`config.mk`:
```
export PLATFORM = sky130hd
export DESIGN_NAME = selective_repeat_receiver
export DESIGN_NICKNAME = d
export VERILOG_FILES = /design/src/rtl/srr_pkg.sv /design/src/rtl/srr_slot_store.sv /design/src/rtl/selective_repeat_receiver.sv
export SDC_FILE = /design/constraint.sdc
export NUM_CORES = 1
export LEC_CHECK = 0
export BUFFER_PORTS_ARGS = -buffer_cell sky130_fd_sc_hd__buf_4
export CAP_MARGIN = 20
export CORE_MARGIN = 8
export CORE_UTILIZATION = 23
export DETAILED_ROUTE_END_ITERATION = 7
export PLACE_DENSITY_LB_ADDON = 0.15
export SLEW_MARGIN = 5
export SYNTH_ARGS = -nofsm -noshare
export SYNTH_HDL_FRONTEND = slang
export SYNTH_SLANG_ARGS = --single-unit
export TNS_END_PERCENT = 1
```
`constraint.sdc`:
```
create_clock -name clk -period 9.5 [get_ports clk]
set_input_delay 0.475 -clock clk [delete_from_list [all_inputs] [get_ports clk]]
set_output_delay 0.475 -clock clk [all_outputs]
set_load 0.05 [all_outputs]
```
`src/rtl/srr_pkg.sv`:
```
// Shared types and codes for the selective-repeat receiver.
// Depends on nothing; used by selective_repeat_receiver.
package srr_pkg;

	localparam int SEQ_W  = 3;
	localparam int WORD_W = 64;
	localparam int PAD_W  = 5;

	// result kind codes carried on m_tuser
	localparam logic KIND_ACK  = 1'b0;
	localparam logic KIND_DATA = 1'b1;

	// input tdata, highest field first
	typedef struct packed {
		logic [PAD_W-1:0]  pad;
		logic [WORD_W-1:0] payload;
		logic [SEQ_W-1:0]  seq_number;
	} in_data_t;

	// output tdata, highest field first
	typedef struct packed {
		logic [PAD_W-1:0]  pad;
		logic [WORD_W-1:0] data_word;
		logic [SEQ_W-1:0]  ack_number;
	} out_data_t;

	typedef enum logic [3:0] {
		ST_IDLE = 4'b0001,
		ST_ACK  = 4'b0010,
		ST_READ = 4'b0100,
		ST_DLV  = 4'b1000
	} state_t;

endpackage

```
`src/rtl/srr_slot_store.sv`:
```
// Payload memory of the receive slots: one write port, one read port,
// registered read data. Depends on nothing.
module srr_slot_store #(
	parameter int DEPTH = 8,
	parameter int WIDTH = 64
) (
	input  logic                     clk,
	input  logic                     wr_en,
	input  logic [$clog2(DEPTH)-1:0] wr_addr,
	input  logic [WIDTH-1:0]         wr_data,
	input  logic                     rd_en,
	input  logic [$clog2(DEPTH)-1:0] rd_addr,
	output logic [WIDTH-1:0]         rd_data
);

	logic [WIDTH-1:0] mem [DEPTH];
	logic [WIDTH-1:0] rd_data_q;

	always_ff @(posedge clk) begin
		if (wr_en) begin
			mem[wr_addr] <= wr_data;
		end
	end

	always_ff @(posedge clk) begin
		if (rd_en) begin
			rd_data_q <= mem[rd_addr];
		end
	end

	assign rd_data = rd_data_q;

endmodule

```
`src/rtl/selective_repeat_receiver.sv`:
```
// Selective-repeat ARQ receiver, top level.
// Depends on srr_pkg and srr_slot_store.
//
// Packets arrive on the s_ stream, one item each. A packet whose checksum
// flag is clear is taken and dropped. A good packet yields an ACK item
// carrying its sequence number; if the number falls in the receive window
// its payload goes into its slot if that slot is empty, and if it equals
// the window base the block then delivers stored payloads in order,
// clearing each slot and advancing the base, up to WINDOW deliveries. The
// final item of each packet's results has m_tlast set. One packet is
// handled at a time. Each delivery has two steps because of the payload
// memory: its read is issued in ST_READ and its registered data is put on
// the output register in the following ST_DLV, once that register is free.
// Filled flags live in flip-flops and clear at reset; payload memory needs
// no clearing, since a slot is read only after it has been written.
module selective_repeat_receiver #(
	parameter int SEQ_SPACE     = 8,
	parameter int WINDOW        = 4,
	parameter int PAYLOAD_WIDTH = 64
) (
	input  logic        clk,
	input  logic        arst_n,
	// input packets
	input  logic        s_tvalid,
	output logic        s_tready,
	input  logic [71:0] s_tdata,   // seq_number[2:0], payload[66:3], zero fill
	input  logic [0:0]  s_tuser,   // checksum_ok[0]
	// results
	output logic        m_tvalid,
	input  logic        m_tready,
	output logic [71:0] m_tdata,   // ack_number[2:0], data_word[66:3], zero fill
	output logic [0:0]  m_tuser,   // kind[0]
	output logic        m_tlast
);

	localparam int IDX_W = $clog2(SEQ_SPACE);
	// wide enough for sequence numbers, distances and WINDOW itself
	localparam int DW    = ((IDX_W > srr_pkg::SEQ_W) ? IDX_W : srr_pkg::SEQ_W) + 3;
	localparam int CW    = $clog2(WINDOW + 1);

	srr_pkg::state_t state_q;

	srr_pkg::in_data_t  in_data;
	srr_pkg::out_data_t out_data_q;

	logic [srr_pkg::SEQ_W-1:0] seq_q;
	logic [PAYLOAD_WIDTH-1:0]  word_q;
	logic                      inwin_q;
	logic [IDX_W-1:0]          base_q;
	logic [CW-1:0]             cnt_q;
	logic [SEQ_SPACE-1:0]      filled_q;

	logic m_valid_q;
	logic m_kind_q;
	logic m_last_q;

	logic [DW-1:0]            seq_in_w;
	logic [DW-1:0]            base_w;
	logic [DW-1:0]            seq_off;
	logic                     in_win;
	logic [IDX_W-1:0]         seq_idx;
	logic                     deliver;
	logic                     out_free;
	logic                     out_load;
	logic [IDX_W-1:0]         base_next;
	logic                     dlv_last;
	logic                     wr_en;
	logic                     rd_en;
	logic [PAYLOAD_WIDTH-1:0] rd_data;

	assign in_data = s_tdata;

	// window test on the arriving sequence number against the current base
	always_comb begin
		seq_in_w = DW'(in_data.seq_number);
		base_w   = DW'(base_q);
		if (seq_in_w >= base_w) begin
			seq_off = seq_in_w - base_w;
		end else begin
			seq_off = seq_in_w + DW'(SEQ_SPACE) - base_w;
		end
		in_win = (seq_in_w < DW'(SEQ_SPACE)) && (seq_off < DW'(WINDOW));
	end

	// slot index of the held packet; only meaningful when it is in the window
	assign seq_idx  = IDX_W'(DW'(seq_q));
	assign deliver  = inwin_q && (seq_idx == base_q);
	assign out_free = !m_valid_q || m_tready;
	// load the output register with an ACK or a delivery
	assign out_load = out_free
		&& ((state_q == srr_pkg::ST_ACK) || (state_q == srr_pkg::ST_DLV));

	assign base_next = (base_q == IDX_W'(SEQ_SPACE - 1)) ? '0 : base_q + 1'b1;
	// run ends at the window limit or at the first empty slot
	assign dlv_last  = (cnt_q == CW'(WINDOW - 1)) || !filled_q[base_next];

	assign s_tready = (state_q == srr_pkg::ST_IDLE);
	assign wr_en    = (state_q == srr_pkg::ST_ACK) && out_free && inwin_q
		&& !filled_q[seq_idx];
	assign rd_en    = (state_q == srr_pkg::ST_READ);

	srr_slot_store #(
		.DEPTH(SEQ_SPACE),
		.WIDTH(PAYLOAD_WIDTH)
	) u_store (
		.clk    (clk),
		.wr_en  (wr_en),
		.wr_addr(seq_idx),
		.wr_data(word_q),
		.rd_en  (rd_en),
		.rd_addr(base_q),
		.rd_data(rd_data)
	);

	// hold the accepted packet while its results go out
	always_ff @(posedge clk) begin
		if (s_tvalid && s_tready) begin
			seq_q   <= in_data.seq_number;
			word_q  <= in_data.payload[PAYLOAD_WIDTH-1:0];
			inwin_q <= in_win;
		end
	end

	// control: sequencer, window base, filled flags, output register valid
	always_ff @(posedge clk or negedge arst_n) begin
		if (!arst_n) begin
			state_q   <= srr_pkg::ST_IDLE;
			base_q    <= '0;
			cnt_q     <= '0;
			filled_q  <= '0;
			m_valid_q <= 1'b0;
		end else begin
			if (m_valid_q && m_tready && !out_load) begin
				m_valid_q <= 1'b0;
			end
			case (state_q)
				srr_pkg::ST_IDLE: begin
					// drop packets with a bad checksum right here
					if (s_tvalid && s_tuser[0]) begin
						state_q <= srr_pkg::ST_ACK;
					end
				end
				srr_pkg::ST_ACK: begin
					if (out_free) begin
						m_valid_q <= 1'b1;
						cnt_q     <= '0;
						if (wr_en) begin
							filled_q[seq_idx] <= 1'b1;
						end
						// a packet at the base always leaves its slot filled
						state_q <= deliver ? srr_pkg::ST_READ : srr_pkg::ST_IDLE;
					end
				end
				srr_pkg::ST_READ: begin
					state_q <= srr_pkg::ST_DLV;
				end
				srr_pkg::ST_DLV: begin
					if (out_free) begin
						m_valid_q        <= 1'b1;
						filled_q[base_q] <= 1'b0;
						base_q           <= base_next;
						cnt_q            <= cnt_q + 1'b1;
						state_q <= dlv_last ? srr_pkg::ST_IDLE : srr_pkg::ST_READ;
					end
				end
				default: begin
					state_q <= srr_pkg::ST_IDLE;
				end
			endcase
		end
	end

	// output register payload
	always_ff @(posedge clk) begin
		if (out_free && (state_q == srr_pkg::ST_ACK)) begin
			out_data_q.pad        <= '0;
			out_data_q.data_word  <= '0;
			out_data_q.ack_number <= seq_q;
			m_kind_q              <= srr_pkg::KIND_ACK;
			m_last_q              <= !deliver;
		end else if (out_free && (state_q == srr_pkg::ST_DLV)) begin
			out_data_q.pad        <= '0;
			out_data_q.data_word  <= srr_pkg::WORD_W'(rd_data);
			out_data_q.ack_number <= '0;
			m_kind_q              <= srr_pkg::KIND_DATA;
			m_last_q              <= dlv_last;
		end
	end

	assign m_tvalid = m_valid_q;
	assign m_tdata  = out_data_q;
	assign m_tuser  = m_kind_q;
	assign m_tlast  = m_last_q;

endmodule
```
Yosys cells after proc, flatten, opt, wreduce, memory -nomap -nowiden --
Memory sizes are Yosys's and may differ from the RTL's. A register that Yosys moved wholly into a read port is not among the register bits. Index checks and enable logic that the tools add are counted.
Word-level totals: register bits after elaboration 156, bits in writable memories 512, input bits 77, output and inout bits 76, word-level logic and storage cells 98, memories kept 1
Memories:
- u_store.mem | words 8, width 64, rd ports 1, clocked after Yosys merged registers in 1, wr ports 1, line srr_slot_store.sv:16 | logic [WIDTH-1:0] mem [DEPTH];
Operators by class: $add $sub $neg 5, $lt $le $gt $ge 7, equality and inequality tests 11, multiplexer cells 32, bitwise gates (word level) 3, reductions and logical operators 27
Operators with widths (count):
- 8-bit 2-to-1 mux | 3
- 3-bit 2-to-1 mux | 7
- 4-bit case mux with 4 select lines | 1
- 8-bit case mux with 2 select lines | 1
- 1-bit logical AND | 12
- 3-bit by 4-bit < comparator with 1-bit output, second input constant | 3
- 4-bit 2-to-1 mux | 3
- 1-bit 2-to-1 mux | 11
- 8-bit bitwise AND | 1
- 8-bit inverter | 1
- 8-bit bitwise OR | 1
- 3-bit by 1-bit adder with 3-bit output, second input constant | 2
- 1-bit binary-select mux with 3-bit select | 2
- 1-bit demux with 3-bit select | 2
- 3-bit by 1-bit >= comparator with 1-bit output, second input constant | 2
- 6-bit by 3-bit < comparator with 1-bit output, second input constant | 1
- 6-bit 2-to-1 mux | 1
- 3-bit case mux with 2 select lines | 1
- 3-bit AND reduction | 2
- 5-bit by 3-bit subtractor with 6-bit output | 1
- 3-bit by 4-bit adder with 5-bit output, second input constant | 1
- 1-bit logical NOT | 5
- 4-bit by 1-bit equality test with 1-bit output, second input constant | 1
- 4-bit by 2-bit equality test with 1-bit output, second input constant | 1
- other kinds (14) | 19

Logic depth before layout (Yosys ltp) --
word-level depth 9, depth in mapped cells 10, gate-level depth less buffers 8

By module --
Synthesis repeated with hierarchy kept, for this count alone.
Second synthesis, totals: cell total of the unflattened synthesis 1327, area total of the unflattened synthesis 27005.9 µm²
By module, submodules not included:
- srr_slot_store | instances 1, cells each 816, area an instance 21187.8 µm², seq. area each 17296.6 µm²
- selective_repeat_receiver | instances 1, cells each 511, area an instance 5818.1 µm², seq. area each 3940.0 µm²

Least setup slack after synthesis --
OpenSTA, ideal clock, no wires.
path type flip-flop to flip-flop, start reg m_valid_q (netlist: m_tvalid), end mem u_store.mem[4][0], enable pin, setup time 0.643 ns, arrival time 7.251 ns, required time 8.857 ns, slack 1.606 ns, stages on the path, launching flop included 4, buffers on the path 0, clock period less this slack 7.894 ns, cells stage by stage dfrtp_1 nand2b_1 nand3_1 nor4_1
Between the ends: longest elaborated chain between the ends 7
RTL lines:
- start: declaration | line selective_repeat_receiver.sv:53 | logic m_valid_q;
- start signal: assignment | line selective_repeat_receiver.sv:131 | m_valid_q <= 1'b0;
- start signal: assignment | line selective_repeat_receiver.sv:134 | m_valid_q <= 1'b0;
- start signal: assignment | line selective_repeat_receiver.sv:145 | m_valid_q <= 1'b1;
- 1-bit logical NOT | line selective_repeat_receiver.sv:88 | assign out_free = !m_valid_q || m_tready;
- 1-bit logical OR | line selective_repeat_receiver.sv:88
- 1-bit logical AND (2 in series) | line selective_repeat_receiver.sv:98 | assign wr_en = (state_q == srr_pkg::ST_ACK) && out_free && inwin_q
- 1-bit logical AND | line selective_repeat_receiver.sv:99 | && !filled_q[seq_idx];
- 1-bit 2-to-1 mux | line srr_slot_store.sv:20 | if (wr_en) begin
- 1-bit 2-to-1 mux (not written as such) | line srr_slot_store.sv:21 | mem[wr_addr] <= wr_data;
- end: declaration | line srr_slot_store.sv:16
Every way passes these cells.

==> impl.org <==
** Global routing
- Total GRT Usage :: 12.19%
- The total overflow left after global routing is 0.
- Entering global routing, the biggest net connects 68 pins.
- Global-route wire length before repair :: 113600 um
- Antenna violations before repair :: 3
- The number of global-route vias before repair is 15740.

** Detailed routing
- In the routed layout, each cell is associated on average with a via count of 4.355.
- The detail route stage leaves a number of antenna-violating nets equal to 0.
- Number of DRC markers in iteration 0 :: 952
- Dividing the detail-routed wire length by the instance count gives 23.09 um.
- Detailed routing inserted a total of 14970 vias.
- WL final :: 79370 um
- Number of iterations in the first detailed-routing pass :: 5
- For this run, design rule violations remaining after detail routing come to 0.

** Floorplanning
- Die outline area :: 127700 sq um
- From bottom edge to top edge, the die measures 357.3 um.
- I/O pin total :: 153
- The total area inside the core boundary comes to 115900 sq um.
- For this configuration, the core starts out at a cell density of 23.12%.
- The initialized floorplan defines 125 standard-cell rows.
- Chip Width :: 357.3 um

** Final layout
- Non-filler cells, final :: 3437
- Share of post-route cells with drive strength above 1 :: 20.50%
- Across the whole layout, storage elements account for 21250 sq um.
- Most common cell after layout, fill and taps aside :: sky130_fd_sc_hd__edfxtp_1
- Footprint of the multi-input gates :: 5162 sq um
- Synth-to-layout area growth :: 23.65%
- At the end of the flow, the number of nets in the layout was 1923.
- In the layout the commonest cells are sky130_fd_sc_hd__edfxtp_1, sky130_fd_sc_hd__buf_4, sky130_fd_sc_hd__nand2_1, sky130_fd_sc_hd__a21oi_1, sky130_fd_sc_hd__clkbuf_16.
- Fillers :: 11500

** Setup path
- Family with the most delay on the worst path :: buffers and inverters
- Among the stages of the critical path, the cell type that occurs most often is sky130_fd_sc_hd__buf_4.
- Slowest CP cell :: sky130_fd_sc_hd__dfrtp_4
- Worst setup slack for register-to-register paths :: 5.60 ns
- The critical path contains buffers and inverters numbering 3 combined.
- Critical setup path kind :: reg2reg
- Number of cells traversed by the worst register-to-register path :: 6
- STA classifies the critical path startpoint as a flop.
- Reg-to-Reg Start :: base_q[0]$_DFFE_PN0P_
- In this run the worst path has a maximum fanout of 45.
- Endpoint of the lowest-slack register-to-register path :: u_store.rd_data[22]$_DFFE_PP_
- For this run, the slowest stage of the critical path takes 0.94 ns.
- For the worst setup path, the data required time is 9.85 ns.
- STA classifies the critical path endpoint as a flop.
- Data arrives at the worst endpoint at 4.25 ns.
- The critical path goes through buf_4 > buf_4 > nor3_2 > buf_4 > a222oi_1 > o21ai_0.

** Clocking
- Max clock buf depth :: 3
- Counting the buffers created by CTS gives 88.
- After clock tree synthesis, the clock-pin slew on the worst setup and hold paths is 0.06 ns.
- Clock root buffer master :: sky130_fd_sc_hd__clkbuf_16
- TritonCTS built the clock tree.
- For this design, the sink count on the clock tree is 732.
- The number of gates resized after CTS was 0.
- Post-CTS setup buffers :: 0
- For the worst-skew pair, the clock arrives at the later sink with an insertion delay of 0.63 ns.
- H-tree levels :: 3

** STA
- Worst max-slew margin expressed relative to the limit :: 32.21%
- Number of endpoints failing setup at the final stage :: 0
- Pin slew with the least headroom to its limit :: 1.017 ns
- Unrepaired setup endpoints after global routing :: false
- Time the final worst path needs with I/O delays and setup :: 3.904 ns
- Fmax :: 256.1 MHz
- Hold Vio Cnt, Final :: 0
- Clock skew on the completed layout was measured at 0.01591 ns.
- Minimum hold slack :: 0.05188 ns
- After layout, the worst setup slack is 5.596 ns.
- For the final routed database, the setup TNS stands at 0 ns.
- The final number of max-transition violations came to 0.
- Post-route fraction of the period consumed by the critical path :: 41.10%

** Logic synthesis
- The Yosys step of the flow raised 0 warnings.
- After synthesis the netlist holds a flip-flop and latch count of 732.
- Post-synth design cell area :: 26790 sq um
- In the synthesized netlist the dominant register cell turns out to be sky130_fd_sc_hd__edfxtp_1.
- Yosys attributes the largest share of cell area to sky130_fd_sc_hd__edfxtp_1, sky130_fd_sc_hd__dfxtp_1, sky130_fd_sc_hd__mux2i_1.
- After synthesis, flip-flops and latches occupy 79.27% of the total area.
- Library cells used by synthesis :: 66
- Number of synthesized flops with an enable pin :: 648
- After synthesis, the share of flip-flops with an asynchronous set or reset is 2.596%.
- Synthesis produced 1602 cells.
- Cell type with the highest aggregate area in the netlist :: sky130_fd_sc_hd__edfxtp_1
- The share of synthesized area in the top cell type comes to 72.63%.
- A synthesized cell averages 16.72 sq um.

** Pwr
- Leak :: 10.60 nW
- Power density relative to cell area :: 209.2 nW/um^2
- Peak VDD IR :: 0.1314 mV
- The design draws 6.929 mW.

** Place
- RePlAce Congestion :: 0.7014
- Detailed placement HPWL :: 43240 um
- Timing analysis after detailed placement gives a worst setup slack of 5.467 ns.
- In this run the tool buffered the top-level ports with 142 buffer cells.
- Counting tap cells, the placed design contains a total of 3211 instances.

** Hold path
- Hold Crit Class :: in2reg
- Counting instances, the worst hold path has a depth of 1.
- Min-delay src :: s_tdata[52]
- Sink of the worst hold path :: word_q[49]$_DFFE_PP_

** Outcome
- The flow ran to the end, and the final reports show no timing, DRC or antenna violations.

** Job
- # Max-Cap Violations :: 0
[cells in the mapped netlist (6+ instances only)]
library cell	count
sky130_fd_sc_hd__ha_1	7
sky130_fd_sc_hd__a222oi_1	33
sky130_fd_sc_hd__a22o_1	7
sky130_fd_sc_hd__inv_1	11
sky130_fd_sc_hd__nor2b_1	6
sky130_fd_sc_hd__nand3_1	18
sky130_fd_sc_hd__nand2_1	143
sky130_fd_sc_hd__mux2i_1	78
sky130_fd_sc_hd__edfxtp_1	648
sky130_fd_sc_hd__dfxtp_1	65
sky130_fd_sc_hd__a21oi_1	106
sky130_fd_sc_hd__nor4_1	7
sky130_fd_sc_hd__clkbuf_1	48
sky130_fd_sc_hd__buf_4	8
sky130_fd_sc_hd__buf_2	38
sky130_fd_sc_hd__a22oi_1	43
sky130_fd_sc_hd__o21ai_0	61
sky130_fd_sc_hd__mux2_2	41
sky130_fd_sc_hd__o2bb2ai_1	21
sky130_fd_sc_hd__dfrtp_1	18
sky130_fd_sc_hd__a311oi_1	8
sky130_fd_sc_hd__a221oi_1	37
sky130_fd_sc_hd__nor2_1	65
[cell type report]
cell class	count	share of cell area [%]
diodes	1	0.007554
clock buffers	128	7.591
clock inverters	36	0.7856
multi-input cells	761	15.58
inverters	12	0.1397
repair buffers	243	5.998
flip-flops and latches	732	64.14
well taps	1524	5.756
[per-stage QoR]
stage               instance area, sq um  util, %
floorplan                          26810        -
global placement                   29730    25.65
detailed placement                 29730    25.65
CTS                                33110    28.57
global route                       33130    28.58
finish                             33130    28.59
[kinds of logic (layout without fill, tap and decap cells)]
kind of cell / Yosys count / in the layout / synth area share (%)
flops: 732 / 732 / 79.27
compound gates: 356 / 356 / 9.135
simple gates: 269 / 269 / 4.427
mux: 119 / 119 / 4.638
buf+inv: 113 / 419 / 1.985
fa+ha+maj: 8 / 8 / 0.4016
xor+xnor: 4 / 4 / 0.1308
other cells: 1 / 6 / 0.01400
[flip-flops by register name, indices dropped and copies added (netlist names)]
| name | count |
|---|---|
| m_tvalid | 1 |
| state_q | 4 |
| seq_idx | 3 |
| m_tdata | 67 |
| inwin_q | 1 |
| u_store.rd_data | 64 |
| m_tlast | 1 |
| m_tuser | 1 |
| word_q | 64 |
| filled_q | 8 |
| base_q | 3 |
| u_store.mem | 512 |
| cnt_q | 3 |
[worst max-delay path by stage]
stage / slack, ns / from / cells after the start / end
final: 5.60 / base_q[0]$_DFFE_PN0P_ / 6 / u_store.rd_data[22]$_DFFE_PP_
after global routing: 5.39 / base_q[0]$_DFFE_PN0P_ / 6 / u_store.rd_data[22]$_DFFE_PP_
after CTS: 5.46 / base_q[0]$_DFFE_PN0P_ / 5 / u_store.rd_data[63]$_DFFE_PP_
after global placement: 5.49 / base_q[0]$_DFFE_PN0P_ / 5 / u_store.rd_data[63]$_DFFE_PP_
after detailed placement: 5.47 / base_q[0]$_DFFE_PN0P_ / 5 / u_store.rd_data[63]$_DFFE_PP_
after floorplan: 1.61 / m_tvalid$_DFF_PN0_ / 3 / u_store.mem[4][0]$_DFFE_PP_
[layer usage]
metal / GRT usage (%) / wire [um]
met1: 16.47 / 36820
met2: 20.29 / 37980
met3: 2.054 / 3169
met4: 3.108 / 1403
met5: 0 / 0
[timing repair]
item,4_1_cts,5_1_grt
endpoints found under the hold margin,78,0
hold buffers,60,0
endpoints found under the setup margin,0,0
[power by group]
group	internal (mW)	switching (mW)	leakage, nW
clock	1.87	1.33	1.37
combinational	0.0531	0.0645	2.61
sequential	3.55	0.0562	6.62
total	5.48	1.45	10.6
[worst reg2reg max path, cell delays in order (launching register included)]
cell and delay, ns:
sky130_fd_sc_hd__dfrtp_4 0.94, sky130_fd_sc_hd__buf_4 0.71, sky130_fd_sc_hd__buf_4 0.79, sky130_fd_sc_hd__nor3_2 0.29, sky130_fd_sc_hd__buf_4 0.30, sky130_fd_sc_hd__a222oi_1 0.43, sky130_fd_sc_hd__o21ai_0 0.15
Power figures use the tool's default switching activity.
